**config.mk**
```make
export PLATFORM = sky130hd
export DESIGN_NAME = lidar_point_project_colorize_core
export DESIGN_NICKNAME = d
export VERILOG_FILES = /design/src/hdl/lppc_pkg.sv /design/src/hdl/lppc_div.sv /design/src/hdl/lidar_point_project_colorize_core.sv
export SDC_FILE = /design/constraint.sdc
export NUM_CORES = 2
export LEC_CHECK = 0
export BUFFER_PORTS_ARGS = -buffer_cell sky130_fd_sc_hd__buf_2
export CAP_MARGIN = 20
export CORE_MARGIN = 3
export CORE_UTILIZATION = 45
export DETAILED_ROUTE_END_ITERATION = 10
export GPL_ROUTABILITY_DRIVEN = 0
export SETUP_SLACK_MARGIN = 0.2
export SYNTH_ARGS = -nofsm -noshare
export SYNTH_HDL_FRONTEND = slang
export SYNTH_SLANG_ARGS = --single-unit
```
**constraint.sdc**
```tcl
create_clock -name clk -period 10.3 [get_ports clk]
set_input_delay 1.03 -clock clk [delete_from_list [all_inputs] [get_ports clk]]
set_output_delay 1.03 -clock clk [all_outputs]
set_load 0.01 [all_outputs]
```
**src/hdl/lppc_pkg.sv**
```systemverilog
// ----------------------------------------------------------------------------
// lppc_pkg
// Types and constants of the lidar point projection and colorize core.
// ----------------------------------------------------------------------------
package lppc_pkg;

	localparam int MAX_DIM   = 4096;
	localparam int DIM_W     = 13;
	localparam int PT_W      = 24;
	localparam int COEF_W    = 32;
	localparam int PROD_W    = COEF_W + PT_W;
	localparam int ACC_W     = PROD_W + 2;
	localparam int DW        = PROD_W;     // divider operand width
	localparam int QW        = 12;         // widest quotient
	localparam int QW_JET    = 8;
	localparam int POINT_FRAC_BITS = 8;
	localparam int NUM_PROJ  = 6;
	localparam int TERMS     = 12;

	localparam logic [PT_W-1:0] RANGE_MIN_RESET = PT_W'(8388607);

	localparam logic [1:0] ACT_CLEAR   = 2'd0;
	localparam logic [1:0] ACT_MEASURE = 2'd1;
	localparam logic [1:0] ACT_PROJECT = 2'd2;

	localparam logic [1:0] STS_VISIBLE = 2'd0;
	localparam logic [1:0] STS_BEHIND  = 2'd1;
	localparam logic [1:0] STS_DEPTH   = 2'd2;
	localparam logic [1:0] STS_OFF     = 2'd3;

	localparam logic [2:0] CFG_WIDTH  = 3'd6;
	localparam logic [2:0] CFG_HEIGHT = 3'd7;

	typedef enum logic [3:0] {
		ST_IDLE, ST_MUL, ST_DRAIN, ST_CHK, ST_DIVU, ST_DIVV, ST_JET, ST_DIVJ, ST_FIN
	} state_t;

	typedef struct packed {
		logic          done;
		logic          ovf;
		logic [QW-1:0] quot;
	} div_res_t;

endpackage

```
**src/hdl/lppc_div.sv**
```systemverilog
// ----------------------------------------------------------------------------
// lppc_div
// Restoring divider, one quotient bit per cycle, with overflow flag.
// ----------------------------------------------------------------------------
module lppc_div (
	input  logic                       clk,
	input  logic                       arst_n,
	input  logic                       start,
	input  logic                       narrow,
	input  logic [lppc_pkg::DW-1:0]    num,
	input  logic [lppc_pkg::DW-1:0]    den,
	output lppc_pkg::div_res_t         res
);

	localparam int SW = lppc_pkg::DW + lppc_pkg::QW;

	logic [lppc_pkg::DW-1:0] rem_q;
	logic [SW-1:0]           dsh_q;
	logic [3:0]              cnt_q;
	logic                    busy_q, first_q, done_q, ovf_q;
	logic [lppc_pkg::QW-1:0] quot_q;
	logic                    ge;

	assign ge = {{lppc_pkg::QW{1'b0}}, rem_q} >= dsh_q;

	always_ff @(posedge clk or negedge arst_n) begin
		if (!arst_n) begin
			busy_q <= 1'b0;
			done_q <= 1'b0;
		end else begin
			done_q <= 1'b0;
			if (start) begin
				busy_q <= 1'b1;
			end else if (busy_q && !first_q && cnt_q == 4'd1) begin
				busy_q <= 1'b0;
				done_q <= 1'b1;
			end
		end
	end

	always_ff @(posedge clk) begin
		if (start) begin
			rem_q   <= num;
			dsh_q   <= narrow ? (SW'(den) << lppc_pkg::QW_JET) : (SW'(den) << lppc_pkg::QW);
			cnt_q   <= narrow ? 4'(lppc_pkg::QW_JET) : 4'(lppc_pkg::QW);
			first_q <= 1'b1;
			quot_q  <= '0;
			ovf_q   <= 1'b0;
		end else if (busy_q) begin
			if (ge)
				rem_q <= rem_q - dsh_q[lppc_pkg::DW-1:0];
			dsh_q <= dsh_q >> 1;
			if (first_q) begin
				ovf_q   <= ge;
				first_q <= 1'b0;
			end else begin
				quot_q <= {quot_q[lppc_pkg::QW-2:0], ge};
				cnt_q  <= cnt_q - 4'd1;
			end
		end
	end

	assign res = '{done: done_q, ovf: ovf_q, quot: quot_q};

endmodule

```
**src/hdl/lidar_point_project_colorize_core.sv**
```systemverilog
// ----------------------------------------------------------------------------
// lidar_point_project_colorize_core
// Lidar point to pixel projection with jet range coloring.
// ----------------------------------------------------------------------------
// Clear and measure words do not make the input busy. A project word keeps the
// input busy while twelve passes through one shared 32x24 multiplier build the
// three row sums and one restoring divider then yields u (13 steps), v (13 steps)
// and the color ratio (9 steps); a behind-sensor point skips both, and a
// non-positive depth skips the divider. The input is not ready while a project
// word is in work; a finished result waits in the output register without
// blocking acceptance of the next word, which holds in its final state until
// the register is free.
module lidar_point_project_colorize_core (
	input  logic        clk,
	input  logic        arst_n,
	input  logic        cfg_we,
	input  logic [2:0]  cfg_index,
	input  logic [63:0] cfg_data,
	input  logic        s_tvalid,
	output logic        s_tready,
	input  logic [71:0] s_tdata,   // point_x, point_y, point_z
	input  logic [1:0]  s_tuser,   // action
	output logic        m_tvalid,
	input  logic        m_tready,
	output logic [47:0] m_tdata,   // pixel_u, pixel_v, red, green, blue
	output logic [1:0]  m_tuser    // status
);

	localparam int PW = lppc_pkg::PT_W;
	localparam int AW = lppc_pkg::ACC_W;
	localparam int DW = lppc_pkg::DW;
	localparam logic signed [PW-1:0] RANGE_MIN_INIT = lppc_pkg::RANGE_MIN_RESET;

	lppc_pkg::state_t state_q, state_d;

	logic [63:0]                  proj_q [lppc_pkg::NUM_PROJ];
	logic [lppc_pkg::DIM_W-1:0]   width_q, height_q, wclamp, hclamp;
	logic signed [PW-1:0]         rmin_q, rmax_q, x_q, y_q, z_q;
	logic [3:0]                   cnt_q;
	logic signed [lppc_pkg::PROD_W-1:0] prod, prod_s1;
	logic [1:0]                   prow_s1;
	logic                         pv_s1;
	logic signed [AW-1:0]         acc_q [3];
	logic [1:0]                   status_q, seg_q;
	logic [11:0]                  u_q, v_q;
	logic [7:0]                   r_q, g_q, b_q;
	logic                         m_tvalid_q;
	logic [47:0]                  m_tdata_q;
	logic [1:0]                   m_tuser_q;

	logic                         acc_in, in_pos;
	logic signed [PW-1:0]         in_x;
	logic [1:0]                   mrow, mterm;
	logic [2:0]                   midx;
	logic signed [lppc_pkg::COEF_W-1:0] coef;
	logic signed [PW-1:0]         mopnd;

	logic                         div_start, div_narrow;
	logic [DW-1:0]                div_num, div_den, abs0, abs1;
	lppc_pkg::div_res_t           dres;
	logic                         u_bad, v_bad, span_zero, out_free;

	logic signed [PW-1:0]         xc;
	logic [PW-1:0]                span, offs, nsel;
	logic [PW+1:0]                t4, d1, d2, d3, d4;
	logic [1:0]                   seg;
	logic [31:0]                  num255;

	assign s_tready = (state_q == lppc_pkg::ST_IDLE);
	assign acc_in   = s_tvalid && s_tready;
	assign in_x     = s_tdata[PW-1:0];
	assign in_pos   = !in_x[PW-1] && (in_x != '0);
	assign out_free = !m_tvalid_q || m_tready;

	// configuration
	always_ff @(posedge clk or negedge arst_n) begin
		if (!arst_n) begin
			for (int i = 0; i < lppc_pkg::NUM_PROJ; i++)
				proj_q[i] <= '0;
			width_q  <= lppc_pkg::DIM_W'(640);
			height_q <= lppc_pkg::DIM_W'(480);
		end else if (cfg_we) begin
			if (cfg_index < 3'(lppc_pkg::NUM_PROJ))
				proj_q[cfg_index] <= cfg_data;
			else if (cfg_index == lppc_pkg::CFG_WIDTH)
				width_q <= cfg_data[lppc_pkg::DIM_W-1:0];
			else if (cfg_index == lppc_pkg::CFG_HEIGHT)
				height_q <= cfg_data[lppc_pkg::DIM_W-1:0];
		end
	end

	assign wclamp = (width_q > lppc_pkg::DIM_W'(lppc_pkg::MAX_DIM))
		? lppc_pkg::DIM_W'(lppc_pkg::MAX_DIM) : width_q;
	assign hclamp = (height_q > lppc_pkg::DIM_W'(lppc_pkg::MAX_DIM))
		? lppc_pkg::DIM_W'(lppc_pkg::MAX_DIM) : height_q;

	// shared multiplier: term order x, y, z, offset per row
	assign mrow  = cnt_q[3:2];
	assign mterm = cnt_q[1:0];
	assign midx  = {mrow, 1'b0} + {2'b00, mterm[1]};
	assign coef  = mterm[0] ? proj_q[midx][63:32] : proj_q[midx][31:0];

	always_comb begin
		case (mterm)
			2'd0:    mopnd = x_q;
			2'd1:    mopnd = y_q;
			2'd2:    mopnd = z_q;
			default: mopnd = PW'(1) <<< lppc_pkg::POINT_FRAC_BITS;
		endcase
	end

	assign prod = coef * mopnd;

	// division operands
	assign abs0 = acc_q[0][AW-1] ? DW'(-acc_q[0]) : DW'(acc_q[0]);
	assign abs1 = acc_q[1][AW-1] ? DW'(-acc_q[1]) : DW'(acc_q[1]);

	assign u_bad = dres.ovf || (acc_q[0][AW-1] && dres.quot != '0)
		|| ({1'b0, dres.quot} >= wclamp);
	assign v_bad = dres.ovf || (acc_q[1][AW-1] && dres.quot != '0)
		|| ({1'b0, dres.quot} >= hclamp);

	// jet segment
	assign span_zero = (rmax_q <= rmin_q);
	assign xc   = (x_q < rmin_q) ? rmin_q : ((x_q > rmax_q) ? rmax_q : x_q);
	assign span = rmax_q - rmin_q;
	assign offs = xc - rmin_q;
	assign t4   = {offs, 2'b00};
	assign d1   = {2'b00, span};
	assign d2   = {1'b0, span, 1'b0};
	assign d3   = d1 + d2;
	assign d4   = {span, 2'b00};

	always_comb begin
		if (t4 < d1) begin
			seg = 2'd0;  nsel = t4[PW-1:0];
		end else if (t4 < d2) begin
			seg = 2'd1;  nsel = PW'(d2 - t4);
		end else if (t4 < d3) begin
			seg = 2'd2;  nsel = PW'(t4 - d2);
		end else begin
			seg = 2'd3;  nsel = PW'(d4 - t4);
		end
	end

	assign num255 = ({8'd0, nsel} << 8) - {8'd0, nsel};

	lppc_div u_div (
		.clk    (clk),
		.arst_n (arst_n),
		.start  (div_start),
		.narrow (div_narrow),
		.num    (div_num),
		.den    (div_den),
		.res    (dres)
	);

	always_ff @(posedge clk or negedge arst_n) begin
		if (!arst_n)
			state_q <= lppc_pkg::ST_IDLE;
		else
			state_q <= state_d;
	end

	always_comb begin
		state_d    = state_q;
		div_start  = 1'b0;
		div_narrow = 1'b0;
		div_num    = abs0;
		div_den    = DW'(acc_q[2]);
		case (state_q)
			lppc_pkg::ST_IDLE: begin
				if (acc_in && s_tuser == lppc_pkg::ACT_PROJECT)
					state_d = in_pos ? lppc_pkg::ST_MUL : lppc_pkg::ST_FIN;
			end
			lppc_pkg::ST_MUL: begin
				if (cnt_q == 4'(lppc_pkg::TERMS - 1))
					state_d = lppc_pkg::ST_DRAIN;
			end
			lppc_pkg::ST_DRAIN: state_d = lppc_pkg::ST_CHK;
			lppc_pkg::ST_CHK: begin
				if (acc_q[2][AW-1] || acc_q[2] == '0) begin
					state_d = lppc_pkg::ST_FIN;
				end else begin
					div_start = 1'b1;
					state_d   = lppc_pkg::ST_DIVU;
				end
			end
			lppc_pkg::ST_DIVU: begin
				div_num = abs1;
				if (dres.done) begin
					if (u_bad) begin
						state_d = lppc_pkg::ST_FIN;
					end else begin
						div_start = 1'b1;
						state_d   = lppc_pkg::ST_DIVV;
					end
				end
			end
			lppc_pkg::ST_DIVV: begin
				if (dres.done)
					state_d = v_bad ? lppc_pkg::ST_FIN : lppc_pkg::ST_JET;
			end
			lppc_pkg::ST_JET: begin
				div_narrow = 1'b1;
				div_num    = DW'(num255);
				div_den    = DW'(span);
				if (span_zero) begin
					state_d = lppc_pkg::ST_FIN;
				end else begin
					div_start = 1'b1;
					state_d   = lppc_pkg::ST_DIVJ;
				end
			end
			lppc_pkg::ST_DIVJ: begin
				if (dres.done)
					state_d = lppc_pkg::ST_FIN;
			end
			lppc_pkg::ST_FIN: begin
				if (out_free)
					state_d = lppc_pkg::ST_IDLE;
			end
			default: state_d = lppc_pkg::ST_IDLE;
		endcase
	end

	// frame range
	always_ff @(posedge clk or negedge arst_n) begin
		if (!arst_n) begin
			rmin_q <= RANGE_MIN_INIT;
			rmax_q <= '0;
		end else if (acc_in) begin
			if (s_tuser == lppc_pkg::ACT_CLEAR) begin
				rmin_q <= RANGE_MIN_INIT;
				rmax_q <= '0;
			end else if (s_tuser == lppc_pkg::ACT_MEASURE && in_pos) begin
				if (in_x < rmin_q) rmin_q <= in_x;
				if (in_x > rmax_q) rmax_q <= in_x;
			end
		end
	end

	// datapath
	always_ff @(posedge clk or negedge arst_n) begin
		if (!arst_n)
			pv_s1 <= 1'b0;
		else
			pv_s1 <= (state_q == lppc_pkg::ST_MUL);
	end

	always_ff @(posedge clk) begin
		prod_s1 <= prod;
		prow_s1 <= mrow;
		if (pv_s1)
			acc_q[prow_s1] <= acc_q[prow_s1] + AW'(prod_s1);
		case (state_q)
			lppc_pkg::ST_IDLE: begin
				x_q      <= s_tdata[PW-1:0];
				y_q      <= s_tdata[2*PW-1:PW];
				z_q      <= s_tdata[3*PW-1:2*PW];
				cnt_q    <= '0;
				status_q <= lppc_pkg::STS_BEHIND;
				for (int i = 0; i < 3; i++)
					acc_q[i] <= '0;
			end
			lppc_pkg::ST_MUL: cnt_q <= cnt_q + 4'd1;
			lppc_pkg::ST_CHK: status_q <= lppc_pkg::STS_DEPTH;
			lppc_pkg::ST_DIVU: begin
				status_q <= lppc_pkg::STS_OFF;
				if (dres.done) u_q <= dres.quot;
			end
			lppc_pkg::ST_DIVV: begin
				if (dres.done) begin
					v_q <= dres.quot;
					if (!v_bad) status_q <= lppc_pkg::STS_VISIBLE;
				end
			end
			lppc_pkg::ST_JET: begin
				seg_q <= seg;
				r_q   <= 8'd0;
				g_q   <= 8'd0;
				b_q   <= 8'd255;
			end
			lppc_pkg::ST_DIVJ: begin
				if (dres.done) begin
					case (seg_q)
						2'd0: begin
							r_q <= 8'd0;   g_q <= dres.quot[7:0]; b_q <= 8'd255;
						end
						2'd1: begin
							r_q <= 8'd0;   g_q <= 8'd255; b_q <= dres.quot[7:0];
						end
						2'd2: begin
							r_q <= dres.quot[7:0]; g_q <= 8'd255; b_q <= 8'd0;
						end
						default: begin
							r_q <= 8'd255; g_q <= dres.quot[7:0]; b_q <= 8'd0;
						end
					endcase
				end
			end
			default: ;
		endcase
	end

	// output register
	always_ff @(posedge clk or negedge arst_n) begin
		if (!arst_n) begin
			m_tvalid_q <= 1'b0;
		end else if (state_q == lppc_pkg::ST_FIN && out_free) begin
			m_tvalid_q <= 1'b1;
		end else if (m_tready) begin
			m_tvalid_q <= 1'b0;
		end
	end

	always_ff @(posedge clk) begin
		if (state_q == lppc_pkg::ST_FIN && out_free) begin
			m_tuser_q <= status_q;
			m_tdata_q <= (status_q == lppc_pkg::STS_VISIBLE)
				? {b_q, g_q, r_q, v_q, u_q} : '0;
		end
	end

	assign m_tvalid = m_tvalid_q;
	assign m_tdata  = m_tdata_q;
	assign m_tuser  = m_tuser_q;

endmodule

```
==> summary.md <==
| Metric | Value |
|---|---|
| Crit path DAT | `slightly above 10 ns` |
| Routed Wire Length | `284000 microns` |
| Hold Slack | `around 0.24 ns` |
| Reg clk slew, reported paths | `about 0.060 ns` |
| Most frequent cells in the layout | `nand2_1 (1135), inv_1 (1038), fa_1 (791)` |
| Port Buffer Count | `between 150 and 200` |
| Syn Area/Cell | `between 9 and 10 sq um` |
| Slew @ Worst Pin | `between 1 and 1.5 ns` |
| Warnings from Yosys | `0` |
| Via count | `between 60000 and 70000` |
| Core Footprint | `approximately 200000 sq um` |
| Routed len/inst | `~23 microns` |
| CTS tree | `done` |
| Dpl cell area | `96800 sq um` |
| FF-to-FF Start | `cnt_q[1]` |
| R2r setup slk | `a little over 0.6 ns` |
| Final Instance Area | `102000 sq um` |
| Syn_nets | `between 10000 and 15000` |
| Most common cell after layout, fill and taps aside | `nand2_1` |
| Layout fillers | `around 18000` |
| Pin count of the biggest net entering global routing | `136` |
| Register area share after synthesis | `0.307` |
| Max clock buf depth | `3` |
| Die area | `between 200000 and 250000 sq um` |
| First-pass GRT wire length | `436000 microns` |
| Share of layout cells above drive strength 1 | `0.180` |
| Dpl hpwl | `219000 microns` |
| Worst-Skew Late Latency | `0.79 ns` |
| Minimum clock period | `approximately 9.7 ns` |
| Synth Cell Area | `89700 sq um` |
| Final slew viol count | `0` |
| Max cap viols | `0` |
| Final hold vios | `0` |
| Drt first pass iters | `8` |
| Htree depth | `3` |
| Slowest-stage cell, CP | `a222oi_1` |
| Footprint of the multi-input gates | `57400 sq um` |
| R2R Path End | `prod_s1[55]` |
| Post-synth top area cell | `fa_1` |
| GR Overflow Total | `0` |
| Met2 WL | `approximately 130000 microns` |
| Most frequent CP cell | `fa_1` |
| Die width | `453 microns` |
| CP max stage delay | `between 0.6 and 0.7 ns` |
| Clock Tree Root | `clkbuf_16` |
| Starting Density | `0.454` |
| Status | `finished clean` |
| GRT Total Usage | `0.276` |
| Post-synth EDFFs | `roughly 360` |
| Top Metal Used | `met5` |
| Setup Crit Path Kind | `reg -> reg` |
| Top-Level Pins | `roughly 200` |
| Worst reg2reg path depth | `36` |
| RSZ-0062 raised after global routing | `no` |
| Top cells by area, synth | `fa_1 (18%), dfrtp_1 (12%), edfxtp_1 (12%)` |
| Cells after Synth | `~9000` |
| Synth Flop Type | `dfrtp_1` |
| Overall die height | `453 microns` |
| Antenna Nets Post-Route | `0` |
| Worst Setup Start Kind | `flip-flop` |
| Synth cell types | `100` |
| Vias per inst | `5.73` |
| Final Cycle Share | `0.940` |
| Crit end category | `flip-flop` |
| Register area | `roughly 28000 sq um` |
| P&R area growth vs syn | `13.3%` |
| Hold Crit Class | `in -> async` |
| Final setup viols | `0` |
| Vias in the first global route | `71600` |
| Clock skew | `between 0.05 and 0.06 ns` |
| Layout Nets | `approximately 11000` |
| Max-slew headroom | `0.234` |
| Rows | `between 150 and 200` |
| Initial antenna violation count | `11` |
| Clock Sinks | `about 1100` |
| CTS buffer count | `117` |
| Met1 Routed Length | `between 100000 and 150000 microns` |
| Critical Path RT | `10.95 ns` |
| DR iter-0 viols | `about 5800` |
| Met3 WL | `~19000 microns` |
| #FFs+latches synth | `roughly 1100` |
| Residual DRC | `0` |
| Synth top area share | `0.177` |
| Crit-path max FO | `21` |
| Fmax | `0.103 GHz` |
| Asr flop ratio synth | `0.433` |
[how the worst max path moves through the flow]
stage / startpoint / to / slack (ns) / cells past startpoint
floorplan: x_q[19] / u_div.rem_q[24] / 0.24 / 46
global placement: x_q[11] / u_div.rem_q[25] / 0.07 / 49
detailed placement: x_q[11] / u_div.rem_q[31] / -0.11 / 50
CTS: rmin_q[1] / u_div.rem_q[25] / 0.22 / 48
global route: rmin_q[1] / u_div.rem_q[25] / 0.08 / 47
finish: cnt_q[1] / prod_s1[55] / 0.62 / 36
[synth_stat cells (32+ instances only)]
cell / n
and2_1: 79
edfxtp_1: 364
nor2_1: 552
nor2b_1: 91
a21oi_1: 562
nand3_1: 113
a21o_1: 161
xnor2_1: 261
nand4_1: 57
buf_1: 52
or3_1: 35
ha_1: 585
mux2i_1: 67
o21a_1: 49
nor3_1: 101
nor4_1: 44
nand2_1: 1137
inv_1: 1043
a221oi_1: 37
o22ai_1: 48
o31ai_1: 51
and3_1: 42
nand2b_1: 97
mux4_2: 147
dfxtp_1: 246
mux2_2: 419
o21bai_1: 32
xor2_1: 134
o21ai_0: 311
clkbuf_1: 362
a31oi_1: 40
dfrtp_1: 437
fa_1: 792
a211oi_1: 72
[critical path: cells and delay by family, from the launching register on]
family	cells	cell delay, ns
AND/OR/NAND/NOR	6	1.10
XOR/XNOR	1	0.14
AO/OA/AOI/OAI	12	3.04
adder cells (fa/ha/maj)	9	3.93
flip-flops	1	0.50
buffers and inverters	8	0.83
[layer usage]
| layer | vias up | global-route usage |
|---|---|---|
| li1 | 31600 | - |
| met5 | - | 0 |
| met2 | 2616 | 0.448 |
| met4 | 2 | 0.133 |
| met3 | 573 | 0.0379 |
| met1 | 35100 | 0.365 |
[area by class of cell]
| type | instances | area share |
|---|---|---|
| clock inverters | 51 | 0.00538 |
| repair buffers | 735 | 0.0528 |
| diodes | 8 | 0.000197 |
| flip-flops and latches | 1076 | 0.271 |
| clock buffers | 173 | 0.0340 |
| well taps | 2640 | 0.0325 |
| multi-input cells | 6474 | 0.565 |
| inverters | 1046 | 0.0387 |
[metrics by stage]
stage | setup slack [ns] | cells | TNS (ns) | utilization
6_report | 0.622 | 12200 | 0 | 0.514
5_1_grt | 0.0830 | 12200 | 0 | 0.514
4_1_cts | 0.215 | 12200 | 0 | 0.510
3_5_place_dp | -0.106 | 11900 | -0.343 | 0.489
3_3_place_gp | 0.0669 | 11900 | 0 | 0.489
2_1_floorplan | 0.239 | 9013 | 0 | -
[state kept, by name, indices dropped and copies added, names as in the netlist, 48 cells and up]
register,count
proj_q,384
acc_q,232
u_div.dsh_q,68
prod_s1,56
u_div.rem_q,56
m_tdata,48
[logic make-up after synthesis]
logic type | count (synthesis) | share of synthesized area
XOR/XNOR | 396 | 0.0387
adder cells (fa/ha/maj) | 1377 | 0.258
AO/OA/AOI/OAI | 1625 | 0.116
AND/OR/NAND/NOR | 2442 | 0.122
multiplexers | 633 | 0.0970
flip-flops | 1076 | 0.307
buffers and inverters | 1464 | 0.0613
[timing repair]
item | in CTS | in global routing
gates resized for setup | 11 | 100
cloned | 1 | 5
pin swaps | 2 | 22
setup buffers | 0 | 16
setup endpoints to repair | 18 | 33
hold buffers | 0 | 0
Power is not shown: default switching activity piles up to over one toggle a cycle in this logic, so the estimate is an artifact.
